$ cat config.mk
export PLATFORM = sky130hd
export DESIGN_NAME = kwm_seq
export DESIGN_NICKNAME = d
export VERILOG_FILES = /design/src/kwm_pkg.sv /design/src/kwm_seq.sv
export SDC_FILE = /design/constraint.sdc
export NUM_CORES = 1
export LEC_CHECK = 0
export ABC_AREA = 1
export ABC_CLOCK_PERIOD_IN_PS = 5700
export BUFFER_PORTS_ARGS = -buffer_cell sky130_fd_sc_hd__buf_2
export CAP_MARGIN = 20
export CORE_ASPECT_RATIO = 1.5
export CORE_MARGIN = 2
export CORE_UTILIZATION = 50
export DETAILED_ROUTE_END_ITERATION = 7
export GPL_TIMING_DRIVEN = 0
export PLACE_DENSITY = 0.83
export SLEW_MARGIN = 10
export SYNTH_ARGS = -nofsm -noshare
export SYNTH_HDL_FRONTEND = slang
export SYNTH_SLANG_ARGS = --single-unit
$ cat constraint.sdc
create_clock -name clk -period 5.7 [get_ports clk]
set_input_delay 0.855 -clock clk [delete_from_list [all_inputs] [get_ports clk]]
set_output_delay 0.855 -clock clk [all_outputs]
set_load 0.01 [all_outputs]
$ cat src/kwm_pkg.sv
`timescale 1ns / 1ps
// ----------------------------------------------------------------------------
// kwm_pkg
// Shared types and codes for the k-way sorted merge block.
// ----------------------------------------------------------------------------
package kwm_pkg;

	localparam logic ACT_APPEND = 1'b0;
	localparam logic ACT_POP    = 1'b1;

	typedef enum logic [1:0] {
		STAT_OK    = 2'd0,
		STAT_EMPTY = 2'd1,
		STAT_FULL  = 2'd2
	} status_t;

	typedef struct packed {
		logic               action;
		logic [2:0]         list_index;
		logic signed [31:0] item_value;
	} item_t;

	typedef struct packed {
		logic signed [31:0] merged_value;
		status_t            status;
	} result_t;

	typedef enum logic [2:0] {
		S_IDLE,
		S_APP,
		S_SCAN,
		S_DRAIN,
		S_DONE
	} state_t;

endpackage

$ cat src/kwm_seq.sv
`timescale 1ns / 1ps
// ----------------------------------------------------------------------------
// kwm_seq
// Sequencer with one shared comparator: appends, scans list heads for pops,
// and holds the result register.
// ----------------------------------------------------------------------------
module kwm_seq
	import kwm_pkg::*;
#(
	parameter int NUM_LISTS  = 8,
	parameter int LIST_DEPTH = 64
) (
	input  logic                                                   clk,
	input  logic                                                   arst_n,
	input  logic                                                   item_valid,
	output logic                                                   item_stall,
	input  item_t                                                  item,
	output logic                                                   result_valid,
	input  logic                                                   result_stall,
	output result_t                                                result,
	output logic                                                   meta_wr_en,
	output logic [$clog2(NUM_LISTS)-1:0]                           meta_wr_addr,
	output logic [2*$clog2(LIST_DEPTH)+$clog2(LIST_DEPTH+1)-1:0]   meta_wr_data,
	output logic                                                   meta_rd_en,
	output logic [$clog2(NUM_LISTS)-1:0]                           meta_rd_addr,
	input  logic [2*$clog2(LIST_DEPTH)+$clog2(LIST_DEPTH+1)-1:0]   meta_rd_data,
	output logic                                                   store_wr_en,
	output logic [$clog2(NUM_LISTS*LIST_DEPTH)-1:0]                store_wr_addr,
	output logic signed [31:0]                                     store_wr_data,
	output logic                                                   store_rd_en,
	output logic [$clog2(NUM_LISTS*LIST_DEPTH)-1:0]                store_rd_addr,
	input  logic signed [31:0]                                     store_rd_data
);

	localparam int LW  = $clog2(NUM_LISTS);
	localparam int PW  = $clog2(LIST_DEPTH);
	localparam int CW  = $clog2(LIST_DEPTH + 1);
	localparam int SAW = $clog2(NUM_LISTS * LIST_DEPTH);

	typedef struct packed {
		logic [PW-1:0] head;
		logic [PW-1:0] tail;
		logic [CW-1:0] count;
	} meta_t;

	function automatic logic [PW-1:0] advance(input logic [PW-1:0] p);
		return (p == PW'(LIST_DEPTH - 1)) ? '0 : p + 1'b1;
	endfunction

	function automatic logic [SAW-1:0] slot_addr(input logic [LW-1:0] l,
		input logic [PW-1:0] p);
		return SAW'(SAW'(l) * SAW'(LIST_DEPTH)) + SAW'(p);
	endfunction

	state_t             state_q, state_d;
	logic               accept;
	logic [LW-1:0]      idx_q;
	logic signed [31:0] value_q;
	logic               oor_q;
	logic [LW-1:0]      scan_q;
	logic               v_s1, v_s2;
	logic [LW-1:0]      idx_s1, idx_s2;
	meta_t              meta_s2;
	meta_t              meta_rd;
	logic               found_q;
	logic [LW-1:0]      best_idx_q;
	logic signed [31:0] best_val_q;
	meta_t              best_meta_q;
	logic               take;
	logic               drain_done;
	logic               app_full;
	logic               res_ld;
	result_t            res_d, res_q;
	logic               out_valid_q;
	result_t            out_data_q;
	meta_t              meta_wr;

	assign accept     = (state_q == S_IDLE) && item_valid;
	assign meta_rd    = meta_t'(meta_rd_data);
	assign drain_done = (state_q == S_DRAIN) && !v_s1 && !v_s2;
	assign app_full   = oor_q || (meta_rd.count == CW'(LIST_DEPTH));

	// shared comparator: lower index wins ties since scan runs upward
	assign take = v_s2 && (meta_s2.count != '0)
		&& (!found_q || (store_rd_data < best_val_q));

	always_comb begin
		state_d = state_q;
		unique case (state_q)
			S_IDLE: begin
				if (item_valid) begin
					state_d = (item.action == ACT_POP) ? S_SCAN : S_APP;
				end
			end
			S_APP: begin
				state_d = S_DONE;
			end
			S_SCAN: begin
				if (scan_q == LW'(NUM_LISTS - 1)) begin
					state_d = S_DRAIN;
				end
			end
			S_DRAIN: begin
				if (!v_s1 && !v_s2) begin
					state_d = S_DONE;
				end
			end
			S_DONE: begin
				if (!out_valid_q || !result_stall) begin
					state_d = S_IDLE;
				end
			end
			default: state_d = S_IDLE;
		endcase
	end

	always_comb begin
		meta_rd_en    = 1'b0;
		meta_rd_addr  = scan_q;
		meta_wr_en    = 1'b0;
		meta_wr_addr  = idx_q;
		meta_wr       = meta_rd;
		store_wr_en   = 1'b0;
		store_wr_addr = slot_addr(idx_q, meta_rd.tail);
		store_wr_data = value_q;
		res_ld        = 1'b0;
		res_d         = '{merged_value: '0, status: STAT_OK};
		unique case (state_q)
			S_IDLE: begin
				meta_rd_en   = item_valid;
				meta_rd_addr = LW'(item.list_index);
			end
			S_APP: begin
				res_ld = 1'b1;
				if (app_full) begin
					res_d.status = STAT_FULL;
				end else begin
					store_wr_en   = 1'b1;
					meta_wr_en    = 1'b1;
					meta_wr.tail  = advance(meta_rd.tail);
					meta_wr.count = meta_rd.count + 1'b1;
				end
			end
			S_SCAN: begin
				meta_rd_en = 1'b1;
			end
			S_DRAIN: begin
				if (drain_done) begin
					res_ld       = 1'b1;
					meta_wr_addr = best_idx_q;
					meta_wr      = best_meta_q;
					if (found_q) begin
						meta_wr_en         = 1'b1;
						meta_wr.head       = advance(best_meta_q.head);
						meta_wr.count      = best_meta_q.count - 1'b1;
						res_d.merged_value = best_val_q;
					end else begin
						res_d.status = STAT_EMPTY;
					end
				end
			end
			S_DONE: begin
			end
			default: begin
			end
		endcase
	end

	assign meta_wr_data  = meta_wr;
	assign store_rd_en   = v_s1;
	assign store_rd_addr = slot_addr(idx_s1, meta_rd.head);

	always_ff @(posedge clk or negedge arst_n) begin
		if (!arst_n) begin
			state_q     <= S_IDLE;
			scan_q      <= '0;
			v_s1        <= 1'b0;
			v_s2        <= 1'b0;
			found_q     <= 1'b0;
			out_valid_q <= 1'b0;
		end else begin
			state_q <= state_d;
			v_s1    <= (state_q == S_SCAN);
			v_s2    <= v_s1;
			if (accept) begin
				scan_q  <= '0;
				found_q <= 1'b0;
			end else if (state_q == S_SCAN) begin
				scan_q <= scan_q + 1'b1;
			end
			if (take) begin
				found_q <= 1'b1;
			end
			// hold the result until taken; reload from DONE only when free
			if (state_q == S_DONE && (!out_valid_q || !result_stall)) begin
				out_valid_q <= 1'b1;
			end else if (!result_stall) begin
				out_valid_q <= 1'b0;
			end
		end
	end

	always_ff @(posedge clk) begin
		if (accept) begin
			idx_q   <= LW'(item.list_index);
			value_q <= item.item_value;
			oor_q   <= (32'(item.list_index) >= 32'(NUM_LISTS));
		end
		idx_s1  <= scan_q;
		idx_s2  <= idx_s1;
		meta_s2 <= meta_rd;
		if (take) begin
			best_idx_q  <= idx_s2;
			best_val_q  <= store_rd_data;
			best_meta_q <= meta_s2;
		end
		if (res_ld) begin
			res_q <= res_d;
		end
		if (state_q == S_DONE && (!out_valid_q || !result_stall)) begin
			out_data_q <= res_q;
		end
	end

	assign item_stall   = (state_q != S_IDLE);
	assign result_valid = out_valid_q;
	assign result       = out_data_q;

	a_zero_on_fail: assert property (@(posedge clk) disable iff (!arst_n)
		result_valid && (result.status != STAT_OK) |-> result.merged_value == '0)
		else $error("merged_value not zero on failing status");

	a_busy_after_accept: assert property (@(posedge clk) disable iff (!arst_n)
		item_valid && !item_stall |=> item_stall)
		else $error("block ready right after taking a transaction");

	a_pipe_in_pop: assert property (@(posedge clk) disable iff (!arst_n)
		v_s2 |-> (state_q == S_SCAN) || (state_q == S_DRAIN))
		else $error("head scan stage active outside a pop");

	a_meta_wr_state: assert property (@(posedge clk) disable iff (!arst_n)
		meta_wr_en |-> (state_q == S_APP) || drain_done)
		else $error("list pointer write outside append or pop writeback");

	a_no_store_wr_full: assert property (@(posedge clk) disable iff (!arst_n)
		store_wr_en |-> !oor_q && (meta_rd.count < CW'(LIST_DEPTH)))
		else $error("store write into a full or missing list");

endmodule
==> impl_metrics.yaml <==
status:
  status: "complete, no violations"
global_route:
  grt.total_usage_pct: 20.3
  grt_max_degree: 36
  grt_pass1_vias: 5249
  grt_pass1_wl_um: 25200
  grt_overflow: 0
  antenna_found_initial: 0
clock_tree:
  htreeDepth: 4
  postCtsSetupBuffers: 0
  cts_resized: 0
  clk_latency_ps: 440
  cts_buffers: 17
  cts_sinks: 192
  cts_tree: "built"
  cts_hold_buf: 0
  root_buffer: "clkbuf_16"
  clockBufferDepth: 2
  clkTransAtPathRegs_ps: 80
layout:
  antennaDiodeCount: 0
  finalInstanceArea_mm2: 0.00975
  fin_nets: 963
  num-fill-cells: 1183
  drive_gt1_share_pct: 33.1
  utilization_pct: 64.4
  final_cells: 1046
  area_growth_pct: 25.9
pwr:
  max-vdd-ir-drop_mv: 0.376
  clockPowerShare_pct: 27.0
  power_density_mw_per_mm2: 462
  p_sw_w: 0.00152
  p_sw_share_pct: 33.9
  p_int_w: 0.00298
  combPwrFrac_pct: 27.2
  cellLeakagePower_nw: 4.32
  power_frac_seq_pct: 45.8
setup_path:
  timing.critical_path.cells: "nor2_1 -> inv_1 -> nor2_8 -> inv_4 -> nand2_2 -> buf_16 -> o221ai_1 -> buf_2"
  cpMaxStageDelayCell: "dfrtp_1"
  start_kind: "flip-flop"
  crit_path_max_incr_delay_ps: 400
  worst-path-buf-inv: 4
  arrival_ps: 2430
  path_max_fanout: 23
  cp.required_ps: 4850
  crit_path_end_kind: "primary output"
  crit_type: "reg -> out"
  cp_top_family: "simple AND/OR/NAND/NOR gates"
yosys:
  synth_fp_nets: 735
  ys_top_cells_by_area: "edfxtp_1 (61%), dfxtp_1 (6.5%), ha_1 (6.1%)"
  syn_area_mm2: 0.00774
  synth_seq_cells: 192
  ys.flop_type: "edfxtp_1"
  syn-instance-count: 606
  synth_commonest_cells: "edfxtp_1 (157), nand2_1 (93), inv_1 (79)"
  synth.most_common_cell: "edfxtp_1"
  async_reset_ff_share_pct: 5.21
  synth_seq_area_share_pct: 70.6
  avgSynthCellArea_um2: 12.8
  synth_top_area_share_pct: 60.9
  netlist.top_cell.by_area: "edfxtp_1"
  yosysUniqueCellTypes: 37
  synth-edff-count: 157
  synth_warnings: 0
floorplanning:
  die_width_um: 106
  start_util_pct: 51.1
  fp.dieH_um: 156
  dieArea_mm2: 0.0165
  row_count: 55
  coreArea_mm2: 0.0151
  ios: 206
place:
  portBuffers: 205
  dp_cells: 1014
  place_area_mm2: 0.00912
  hpwlAfterDp_um: 12300
  place.gp.congestion: 0.825
detailed_routing:
  drc: 0
  drtIter0Drc: 196
  wire_per_inst_um: 15.5
  wl_um: 16200
  viasPerCell: 4.93
  dr.pass1.iters: 4
  ant_nets: 0
  via_count: 5157
sta:
  tns_ps: 0
  rsz0062_at_grt: "false"
  setup_viol: 0
  maxSlewHeadroom_pct: 57.9
  fmax_mhz: 305
  hold_viol_final: 0
  finalCritPeriodShare_pct: 57.6
  finClkSkew_ps: 14.8
  finalMaxSlewViolations: 0
  min_period_ps: 3280
  tightest_slew_ps: 630
min_path:
  hold_class: "in -> async"
job:
  cap_viol_max_count: 0
==> logic make-up (layout without fill, tap and decap cells) <==
| logic type | count (synthesis) | after routing | share of synthesized area (%) |
|---|---|---|---|
| adders and majority gates | 38 | 38 | 6.14 |
| AOI/OAI and AO/OA | 67 | 67 | 5.13 |
| DFF | 192 | 192 | 70.6 |
| xor gates and xnor gates | 4 | 4 | 0.453 |
| and+or+nand+nor | 204 | 204 | 11.7 |
| buffers and inverters | 101 | 342 | 5.98 |
==> layout make-up <==
| class | count | area, µm² | area share, % |
|---|---|---|---|
| plain buffers | 18 | 141 | 1.45 |
| clock buffers | 17 | 425 | 4.36 |
| clock inverters | 15 | 203 | 2.08 |
| inverters | 83 | 322 | 3.30 |
| multi-input cells | 313 | 1820 | 18.7 |
| flip-flops and latches | 192 | 5470 | 56.1 |
| well taps | 199 | 249 | 2.55 |
| repair buffers | 209 | 1120 | 11.5 |
==> worst register-to-register path: cells and delay by family (launching register included) <==
family | cells | cell delay, ps
AND/OR/NAND/NOR | 9 | 980
buffers and inverters | 3 | 730
adder cells (fa/ha/maj) | 1 | 340
flip-flops | 1 | 320
==> power groups by stage <==
stage          logic [W]  clock network, W  registers (W)
6_report         0.00122           0.00121        0.00206
5_1_grt          0.00137           0.00130        0.00210
4_1_cts          0.00124           0.00124        0.00207
3_5_place_dp     0.00123                 0        0.00210
3_3_place_gp     0.00113                 0        0.00210
2_1_floorplan   0.000706                 0        0.00211
==> flip-flops by register name, indices dropped and copies added, names as in the netlist, 3 cells and up <==
register	cells
res_q	34
result	34
best_val_q	32
store_wr_data	32
best_meta_q	19
meta_s2	19
best_idx_q	3
idx_q	3
idx_s1	3
idx_s2	3
scan_q	3
state_q	3
==> cell usage in the layout, fill, tap and decap left out, types with 4 or more instances in the layout <==
cell type / count
a21oi_1: 23
buf_2: 207
buf_4: 13
clkbuf_16: 17
clkinv_8: 5
dfrtp_1: 10
dfxtp_1: 25
edfxtp_1: 157
ha_1: 38
inv_1: 78
nand2_1: 92
nand3_1: 21
nand4_1: 4
nor2_1: 63
nor2_2: 4
nor2_4: 4
nor3_1: 6
o211ai_1: 5
o21ai_0: 23
o221ai_1: 6
==> worst paths after layout <==
check	slack (ps)	endpoint	start	depth (start not counted)
worst min-delay path	260	scan_q[1]	arst_n	1
max in group asynchronous	5240	store_rd_en	arst_n	1
min in group clk	360	idx_s2[0]	idx_s1[0]	0
worst min register to register	360	idx_s2[0]	idx_s1[0]	0
worst max register to register	2990	best_val_q[14]	best_val_q[31]	13
worst max-delay path	2420	meta_wr_data[2]	store_rd_en	8
==> per-layer routing <==
layer	routed length [µm]	share of wire, %	vias to the layer above	GRT usage, %
li1	-	-	2527	-
met1	5930	37	2410	21.5
met2	8730	54	181	36.8
met3	941	5.8	39	5.83
met4	592	3.7	0	9.65
met5	0	0	-	0
==> through the flow <==
step / power [W] / worst slack, ps / hold WS, ps
global placement: 0.00323 / 1290 / 330
detailed placement: 0.00333 / 2340 / 336
CTS: 0.00455 / 2370 / 251
finish: 0.00450 / 2420 / 263
floorplan: 0.00282 / 2310 / 371
global route: 0.00477 / 2270 / 264
No activity file was read; power rests on OpenSTA's default activity.
