==> src/kwm_meta_ram.sv <==
`timescale 1ns / 1ps
// ----------------------------------------------------------------------------
// kwm_meta_ram
// Per-list head, tail and fill count. Entries never written read as zero.
// ----------------------------------------------------------------------------
module kwm_meta_ram #(
	parameter int NUM_LISTS = 8,
	parameter int META_W    = 19
) (
	input  logic                         clk,
	input  logic                         arst_n,
	input  logic                         wr_en,
	input  logic [$clog2(NUM_LISTS)-1:0] wr_addr,
	input  logic [META_W-1:0]            wr_data,
	input  logic                         rd_en,
	input  logic [$clog2(NUM_LISTS)-1:0] rd_addr,
	output logic [META_W-1:0]            rd_data
);

	logic [META_W-1:0]    mem [NUM_LISTS];
	logic [NUM_LISTS-1:0] valid_q;
	logic [META_W-1:0]    rd_data_q;
	logic                 rd_valid_q;

	always_ff @(posedge clk) begin
		if (wr_en) begin
			mem[wr_addr] <= wr_data;
		end
		if (rd_en) begin
			rd_data_q <= mem[rd_addr];
		end
	end

	always_ff @(posedge clk or negedge arst_n) begin
		if (!arst_n) begin
			valid_q    <= '0;
			rd_valid_q <= 1'b0;
		end else begin
			if (wr_en) begin
				valid_q[wr_addr] <= 1'b1;
			end
			if (rd_en) begin
				rd_valid_q <= valid_q[rd_addr];
			end
		end
	end

	assign rd_data = rd_valid_q ? rd_data_q : '0;

endmodule

==> config.mk <==
export PLATFORM = sky130hd
export DESIGN_NAME = kwm_meta_ram
export DESIGN_NICKNAME = d
export VERILOG_FILES = /design/src/kwm_meta_ram.sv
export SDC_FILE = /design/constraint.sdc
export NUM_CORES = 1
export LEC_CHECK = 0
export ABC_AREA = 1
export ABC_CLOCK_PERIOD_IN_PS = 1800
export BUFFER_PORTS_ARGS = -buffer_cell sky130_fd_sc_hd__buf_2
export CORE_MARGIN = 3
export CORE_UTILIZATION = 45
export DETAILED_ROUTE_END_ITERATION = 16
export RECOVER_POWER = 25
export SLEW_MARGIN = 20
export SYNTH_ARGS = -nofsm -noshare
export SYNTH_HDL_FRONTEND = slang
export SYNTH_SLANG_ARGS = --single-unit
==> constraint.sdc <==
create_clock -name clk -period 1.8 [get_ports clk]
set_input_delay 0.27 -clock clk [delete_from_list [all_inputs] [get_ports clk]]
set_output_delay 0.27 -clock clk [all_outputs]
set_load 0.02 [all_outputs]
==> impl_metrics.yaml, run 1 <==
cells_and_area:
  final.fill_count: 1306
  leading_cell_types_in_the_layout_fill_and_taps_excluded: "edfxtp_1, nor2_1, nand2_1"
  flow.area_growth_from_synthesis_pct: 15.9
  final-instance-count-excl-fill: 850
  post_route_cells_drive_above_1_share_pct: 13.9
  final-seq-area_um2: 5360
  nets: 655
  insertedDiodeCount: 0
  layout.cells.most_common: "edfxtp_1"
  final_design_area_no_fill_um2: 8260
  multi_input_area_um2: 1420
  layout.core_utilization_pct: 53.7
clocking:
  clk_path_buf_depth: 2
  post_cts_resized: 0
  number_of_h_tree_levels: 4
  clock_insertion_delay_worst_skew_ps: 420
  cts.sink_count: 180
  cts.root.buffer_cell: "clkbuf_16"
  numCtsBuffers: 17
  clkTransAtPathRegs_ps: 60
  cts_tree: "yes"
  buffers_inserted_during_post_cts_setup_optimization: 0
  post_cts_hold_buffer_count: 1
synth:
  postSynthRegisterBits: 180
  synth-warning-count: 0
  mapped_cells: 569
  sequential_to_total_area_share_from_yosys_stat_pct: 75.2
  synth.distinct_cells: 15
  syn-num-nets: 598
  synthesis.area_um2: 7130
  synth.avg_cell_area_um2: 12.5
global_route:
  maximum_number_of_pins_on_one_net_before_global_route_repair: 53
  vias_in_the_first_global_route: 4289
  grt.total_usage_pct: 17.9
  grt_antenna_before_repair: 0
  wire_length_of_the_first_global_routing_pass_um: 23700
  overflow: 0
power_and_ir_drop:
  pwr_cell_area_nw_per_um2: 1070
  leakagePower_uw: 0.00308
  vdd_ir_drop_max_uv: 643
worst_setup_path:
  cp-start-kind: "register"
  setup.worst_path.end_class: "primary output"
  ws_path_type: "register to primary output"
  crit_required_ps: 1530
  crit_arrival_ps: 1360
  critical_path_peak_fanout: 14
timing:
  finalClockSkew_ps: 6.51
  relSlewSlack_pct: 59.1
  setup_tns_final_ps: 0
  hold_viol: 0
  least_margin_pin_slew_ps: 614
  final_period_util_pct: 90.3
  final.min_clock_period_ps: 1630
  timing_max_transition_violations_final: 0
  worst_hold_slack_ps: 129
  rsz0062_at_grt: "no"
  count_of_final_setup_violators: 0
  fmaxAchievable_ghz: 0.615
floorplanning:
  core_area_um2: 15400
  pin_count: 48
  start_util_pct: 46.4
  number_of_placement_rows: 45
  fp.dieH_um: 132
  die-width_um: 132
  die_area_um2: 17400
job:
  maxCapViolCount: 0
routing:
  post-route-drc-count: 0
  detail_route.vias_per_cell: 5.18
  vias: 4403
  wirelength_um: 15000
  drt_pass1_iterations: 6
  drt-initial-drc-count: 359
  avgRoutedWirePerCell_um: 17.7
  ant_nets: 0
hold_path:
  hp-class: "primary input to register"
placed_design:
  dp.final_hpwl_um: 8660
  numPortBuffers: 47
  placed_cell_area_um2: 7720
  dp.cells: 817
  place.gp.congestion: 0.783
run_status:
  outcome: "completed"
[stage by stage]
step | worst slack, ps | total power [uW]
2_1_floorplan | 128 | 5260
4_1_cts | 140 | 8950
3_3_place_gp | 301 | 5520
3_5_place_dp | 285 | 5540
6_report | 174 | 8870
5_1_grt | 94.8 | 9170
[critical path, cell delays in order, from the launching register on]
cell and delay [ps]:
dfrtp_1 360, buf_4 240, nand2_1 110, inv_1 60, buf_2 150
[path summary, 6_finish.rpt]
check | start | to | slack (ps) | depth (start not counted)
max | rd_valid_q | rd_data[9] | 170 | 4
min in group asynchronous | arst_n | valid_q[0] | 230 | 2
max reg2reg | mem[4][12] | rd_data_q[12] | 760 | 6
max in group asynchronous | arst_n | rd_valid_q | 1390 | 2
min reg2reg | valid_q[3] | valid_q[3] | 460 | 2
min | wr_data[6] | mem[2][6] | 130 | 1
[registers in the layout, indices dropped and copies added (netlist names)]
register and flops:
mem 152, rd_data_q 19, rd_valid_q 1, valid_q 8
[logic make-up (layout without fill, tap and decap cells)]
family / after synthesis / count (layout) / synth area share [%]
AND/OR/NAND/NOR: 202 / 202 / 10.8
flip-flops: 180 / 180 / 75.2
AO/OA/AOI/OAI: 122 / 122 / 8.90
buffers and inverters: 65 / 135 / 5.13
[report_power, final]
group          switching, uW  internal (uW)
logic                    440            206
registers               39.7           4750
clock network           1420           2000
total                   1900           6960
[layout make-up]
class	count	area share, %
clock buffer	26	5.92
multi-input combinational	324	17.2
tap	211	3.20
clock inverter	6	0.667
sequential	180	64.9
timing repair buffer	69	6.48
inverter	34	1.61
[layer usage]
metal  routed length [um]  part of all wire, %  global-route usage, %
met3                  667                  4.4                   3.36
met4                  236                  1.6                   6.88
met2                 7170                   48                   29.0
met1                 6960                   46                   24.2
met5                    0                    0                      0
[synthesized netlist by cell type]
library cell	instances	area (um^2)
buf_1	1	3.75
nor2_1	103	387
o21ai_0	36	180
dfrtp_1	9	225
nand3_1	7	35.0
buf_6	12	135
edfxtp_1	171	5130
clkbuf_1	5	18.8
buf_2	9	45.0
nand2_1	92	345
o22ai_1	19	119
inv_1	33	124
o21ai_1	67	335
inv_6	1	8.76
buf_4	4	30.0
Power figures use the tool's default switching activity.
==> inputs of run 2 (changes only) <==
ABC_AREA = unset   (was 1)
==> impl_metrics.yaml, run 2 <==
worst_setup_path:
  cp-start-kind: "register"
  crit_required_ps: 1530
  timing.critical_path.max_delay_family: "flip-flops"
  slowest_stage: "dfrtp_2"
  cp.buffers_inverters: 1
  timing.critical_path.cells: "and2_1 > buf_2"
  setup.worst_path.end_class: "primary output"
  ws_path_type: "register to primary output"
  cp_slowest_stage_delay_ps: 620
  critical_path_peak_fanout: 20
  crit_arrival_ps: 1460
timing:
  final.setup.worst_slack_ps: 67.8
  timing_max_transition_violations_final: 0
  final_period_util_pct: 96.2
  setup_tns_final_ps: 0
  rsz0062_at_grt: "no"
  fmaxAchievable_ghz: 0.577
  count_of_final_setup_violators: 0
  finalClockSkew_ps: 6.11
  hold_viol: 0
  final.min_clock_period_ps: 1730
  relSlewSlack_pct: 54.1
  least_margin_pin_slew_ps: 688
synth:
  synth-warning-count: 0
  synth.avg_cell_area_um2: 23.4
  postSynthRegisterBits: 180
  synth-async-reset-ratio_pct: 5.00
  synthMostInstantiatedCell: "edfxtp_1"
  synth.distinct_cells: 17
  sequential_to_total_area_share_from_yosys_stat_pct: 77.2
  yosys-top-cells-area: "edfxtp_1, mux4_1, dfrtp_1"
  yosys.area.top_type_share_pct: 73.9
  synth_enable_flop_cells: 171
  netlist.top_cell.by_area: "edfxtp_1"
  synthTopCellsByCount: "edfxtp_1, mux4_1, and2_1, mux2_2, dfrtp_1"
  syn-num-nets: 326
  synthesis.area_um2: 6950
  mapped_cells: 297
  yosys_most_used_dff: "edfxtp_1"
hold_path:
  hp-class: "primary input to register"
routing:
  drt_pass1_iterations: 4
  wirelength_um: 12300
  avgRoutedWirePerCell_um: 21.8
  drt-initial-drc-count: 262
  vias: 3078
  ant_nets: 0
  detail_route.vias_per_cell: 5.48
  post-route-drc-count: 0
floorplanning:
  fp.dieH_um: 130
  start_util_pct: 46.9
  die_area_um2: 17000
  die-width_um: 130
  core_area_um2: 14800
  number_of_placement_rows: 44
  pin_count: 48
clocking:
  number_of_h_tree_levels: 4
  cts.sink_count: 180
  cts_tree: "yes"
  numCtsBuffers: 17
  clk_path_buf_depth: 2
  clock_insertion_delay_worst_skew_ps: 420
  buffers_inserted_during_post_cts_setup_optimization: 0
  clkTransAtPathRegs_ps: 60
  cts.root.buffer_cell: "clkbuf_16"
power_and_ir_drop:
  leakagePower_uw: 0.00278
  vdd_ir_drop_max_uv: 696
  pwr_cell_area_nw_per_um2: 1090
global_route:
  grt_antenna_before_repair: 1
  wire_length_of_the_first_global_routing_pass_um: 18500
  maximum_number_of_pins_on_one_net_before_global_route_repair: 40
  grt.total_usage_pct: 15.7
  vias_in_the_first_global_route: 3257
  overflow: 0
run_status:
  outcome: "completed"
cells_and_area:
  flow.area_growth_from_synthesis_pct: 17.5
  nets: 394
  layout.core_utilization_pct: 55.1
  largest_register: "mem"
  largestRegisters: "mem x152, rd_data_q x19, valid_q x8"
  leading_cell_types_in_the_layout_fill_and_taps_excluded: "edfxtp_1, buf_2, mux4_1"
  layout.cells.most_common: "edfxtp_1"
  largest_register_ffs: 152
  insertedDiodeCount: 0
  post_route_cells_drive_above_1_share_pct: 32.3
placed_design:
  place.gp.congestion: 0.711
  numPortBuffers: 47
  dp_worst_setup_slack_ps: 48.5
  dp.final_hpwl_um: 6580
job:
  maxCapViolCount: 0
-- run 2: through the flow --
stage	std cells	power (uW)	cell area [um^2]	hold WS [ps]
2_1_floorplan	297	5230	6960	-25.6
3_3_place_gp	529	5470	7600	127
3_5_place_dp	529	5490	7600	132
4_1_cts	562	8960	8180	94.8
5_1_grt	562	9160	8160	137
6_report	562	8870	8160	120
-- run 2: cell families (layout without fill, tap and decap cells) --
| logic type | after synthesis | after routing | share of synthesized area, % |
|---|---|---|---|
| muxes | 63 | 63 | 18.2 |
| and+or+nand+nor | 40 | 40 | 3.28 |
| buffers and inverters | 14 | 95 | 1.39 |
| DFF | 180 | 180 | 77.2 |
-- run 2: worst reg2reg max path, stage by stage, from the launching register on --
cell and delay (ps):
edfxtp_1 380, mux4_1 500, mux2_2 270
-- run 2: path summary, 6_finish.rpt --
path	startpoint	cells past startpoint	endpoint	slack, ps
setup reg to reg	mem[5][8]	2	rd_data_q[8]	400
setup / recovery	rd_valid_q	2	rd_data[7]	70
max in group asynchronous	arst_n	2	rd_valid_q	1360
min in group asynchronous	arst_n	2	valid_q[3]	240
hold / removal	wr_data[14]	1	mem[7][14]	120
hold reg to reg	valid_q[5]	1	valid_q[5]	470
-- run 2: layout make-up --
| cell class | instances | area (um^2) |
|---|---|---|
| fill | 1117 | 6650 |
| clock inverter | 10 | 81.3 |
| multi-input combinational | 103 | 1530 |
| sequential | 180 | 5360 |
| tap | 184 | 230 |
| timing repair buffer | 62 | 472 |
| inverter | 1 | 3.75 |
| clock buffer | 22 | 484 |
-- run 2: timing repair --
| action | CTS | global route |
|---|---|---|
| endpoints found under the hold margin | 9 | 0 |
| setup endpoints to repair | 19 | 0 |
| hold buffers | 1 | 0 |
| gates resized for setup | 1 | 0 |
-- run 2: metal layers --
metal / up-vias / GRT usage, % / routed length (um)
met5: - / 0 / 14
met4: 2 / 6.97 / 242
met3: 19 / 3.89 / 387
met2: 51 / 25.6 / 6180
met1: 1620 / 20.0 / 5450
li1: 1386 / - / -
-- run 2: where the power goes --
part           leakage [uW]  switching [uW]  internal, uW  total, uW
combinational      0.000844             308           266        573
sequential          0.00165            47.0          4760       4810
clock              0.000285            1450          2030       3480
total               0.00278            1800          7060       8870
==> inputs of run 3 (changes only) <==
ABC_CLOCK_PERIOD_IN_PS = 1550   (was 1800)
clock period = 1.55 ns   (was 1.8 ns; I/O delays follow)
==> impl_metrics.yaml, run 3 (synthesis gave the netlist of run 2 again) <==
run_status:
  outcome: "completed"
cells_and_area:
  largest_register_ffs: 152
  final.fill_count: 1111
  largestRegisters: "mem x152, rd_data_q x19, valid_q x8"
  leading_cell_types_in_the_layout_fill_and_taps_excluded: "edfxtp_1, mux4_1, buf_2"
  layout.cells.most_common: "edfxtp_1"
  nets: 406
  flow.area_growth_from_synthesis_pct: 20.9
  largest_register: "mem"
  post_route_cells_drive_above_1_share_pct: 35.1
timing:
  fmaxAchievable_ghz: 0.661
  rsz0062_at_grt: "yes"
  relSlewSlack_pct: 79.1
  count_of_final_setup_violators: 0
  timing_max_transition_violations_final: 0
  hold_viol: 0
  final_period_util_pct: 97.6
  final.setup.worst_slack_ps: 37.0
  finalClockSkew_ps: 5.35
  least_margin_pin_slew_ps: 313
  final.min_clock_period_ps: 1510
routing:
  vias: 3103
  post-route-drc-count: 0
  avgRoutedWirePerCell_um: 21.9
  ant_nets: 0
  drt-initial-drc-count: 244
  wirelength_um: 12600
  detail_route.vias_per_cell: 5.40
  drt_pass1_iterations: 4
hold_path:
  hp-class: "primary input to register"
global_route:
  wire_length_of_the_first_global_routing_pass_um: 19700
  maximum_number_of_pins_on_one_net_before_global_route_repair: 22
  overflow: 0
  gr-usage-met1_pct: 22.2
  vias_in_the_first_global_route: 3346
  met2_usage_pct: 26.6
  grt_antenna_before_repair: 0
  grt.total_usage_pct: 16.4
  groute.layer.met3.usage_pct: 4.54
  grt_most_used_layer: "met2"
placed_design:
  numPortBuffers: 47
  place.gp.congestion: 0.704
  dp.final_hpwl_um: 7740
  dp_worst_setup_slack_ps: -210
clocking:
  clock_insertion_delay_worst_skew_ps: 420
  cts_tree: "yes"
  clkTransAtPathRegs_ps: 70
  cts.root.buffer_cell: "clkbuf_16"
  buffers_inserted_during_post_cts_setup_optimization: 0
  clk_path_buf_depth: 2
  cts.sink_count: 180
  number_of_h_tree_levels: 4
  numCtsBuffers: 17
floorplanning:
  fp.dieH_um: 130
  core_area_um2: 14800
  die-width_um: 130
  pin_count: 48
  start_util_pct: 46.9
  number_of_placement_rows: 44
  die_area_um2: 17000
worst_setup_path:
  crit_required_ps: 1320
  ws_path_type: "register to primary output"
  cp-start-kind: "register"
  crit_arrival_ps: 1280
  critical_path_peak_fanout: 11
  setup.worst_path.end_class: "primary output"
power_and_ir_drop:
  post-layout-total-power_uw: 10600
  pwr_cell_area_nw_per_um2: 1260
  vdd_ir_drop_max_uv: 812
  leakagePower_uw: 0.00289
job:
  maxCapViolCount: 0
[run 3: cell count changes in the layout (fill, tap and decap cells not counted), moves of 2 or more]
cell / delta
clkbuf_8: -4
inv_6: +7
and2_4: +4
clkinv_2: -7
and2_1: -4
buf_12: +2
buf_4: +10
buf_2: -13
buf_6: +13
[run 3: metrics by stage]
step / hold slack, ps / TNS (ps) / instance area, um^2 / util [%] / instances
6_report: 95.9 / 0 / 8400 / 56.7 / 575
5_1_grt: 94.0 / -109 / 8390 / 56.7 / 574
4_1_cts: 59.0 / -2.01 / 8340 / 56.3 / 574
3_5_place_dp: 97.8 / -3300 / 7710 / 52.1 / 541
3_3_place_gp: 95.7 / -2990 / 7710 / 52.1 / 541
2_1_floorplan: -63.1 / -9060 / 6960 / - / 297
[run 3: per-layer routing]
metal	vias to the layer above	part of all wire (%)
met2	52	52
met5	-	0
li1	1419	-
met3	9	3.4
met1	1623	44
met4	0	0.70
[run 3: layout make-up]
class | count | area (um^2) | share of cell area (%)
flip-flops and latches | 180 | 5360 | 63.8
inverters | 1 | 3.75 | 0.0447
clock buffers | 17 | 425 | 5.07
diodes | 1 | 2.50 | 0.0298
clock inverters | 15 | 169 | 2.01
multi-input cells | 103 | 1540 | 18.3
well taps | 184 | 230 | 2.74
repair buffers | 74 | 668 | 7.96
[run 3: path summary, 6_finish.rpt]
| kind | end | start | slack (ps) | cells after the start |
|---|---|---|---|---|
| min in group asynchronous | rd_valid_q | arst_n | 220 | 2 |
| worst max-delay path | rd_data[12] | rd_valid_q | 40 | 3 |
| worst max register to register | rd_data_q[16] | mem[0][16] | 160 | 2 |
| worst min-delay path | mem[1][14] | wr_data[14] | 100 | 1 |
| worst min register to register | valid_q[5] | valid_q[5] | 470 | 1 |
| max in group asynchronous | valid_q[7] | arst_n | 1140 | 2 |
[run 3: critical path: stages (launching register included)]
cell,delay [ps]
dfrtp_1,400
buf_6,160
and2_1,150
buf_4,150
[run 3: power breakdown]
group,total (uW),internal (uW),switching [uW]
clock,4270,2420,1850
combinational,781,389,392
sequential,5570,5530,40.8
total,10600,8340,2280
[run 3: repair_timing]
item / in CTS / in global routing
setup endpoints to repair: 9 / 17
hold endpoints to repair: 9 / 0
hold buffers: 1 / 0
resized for setup: 9 / 21
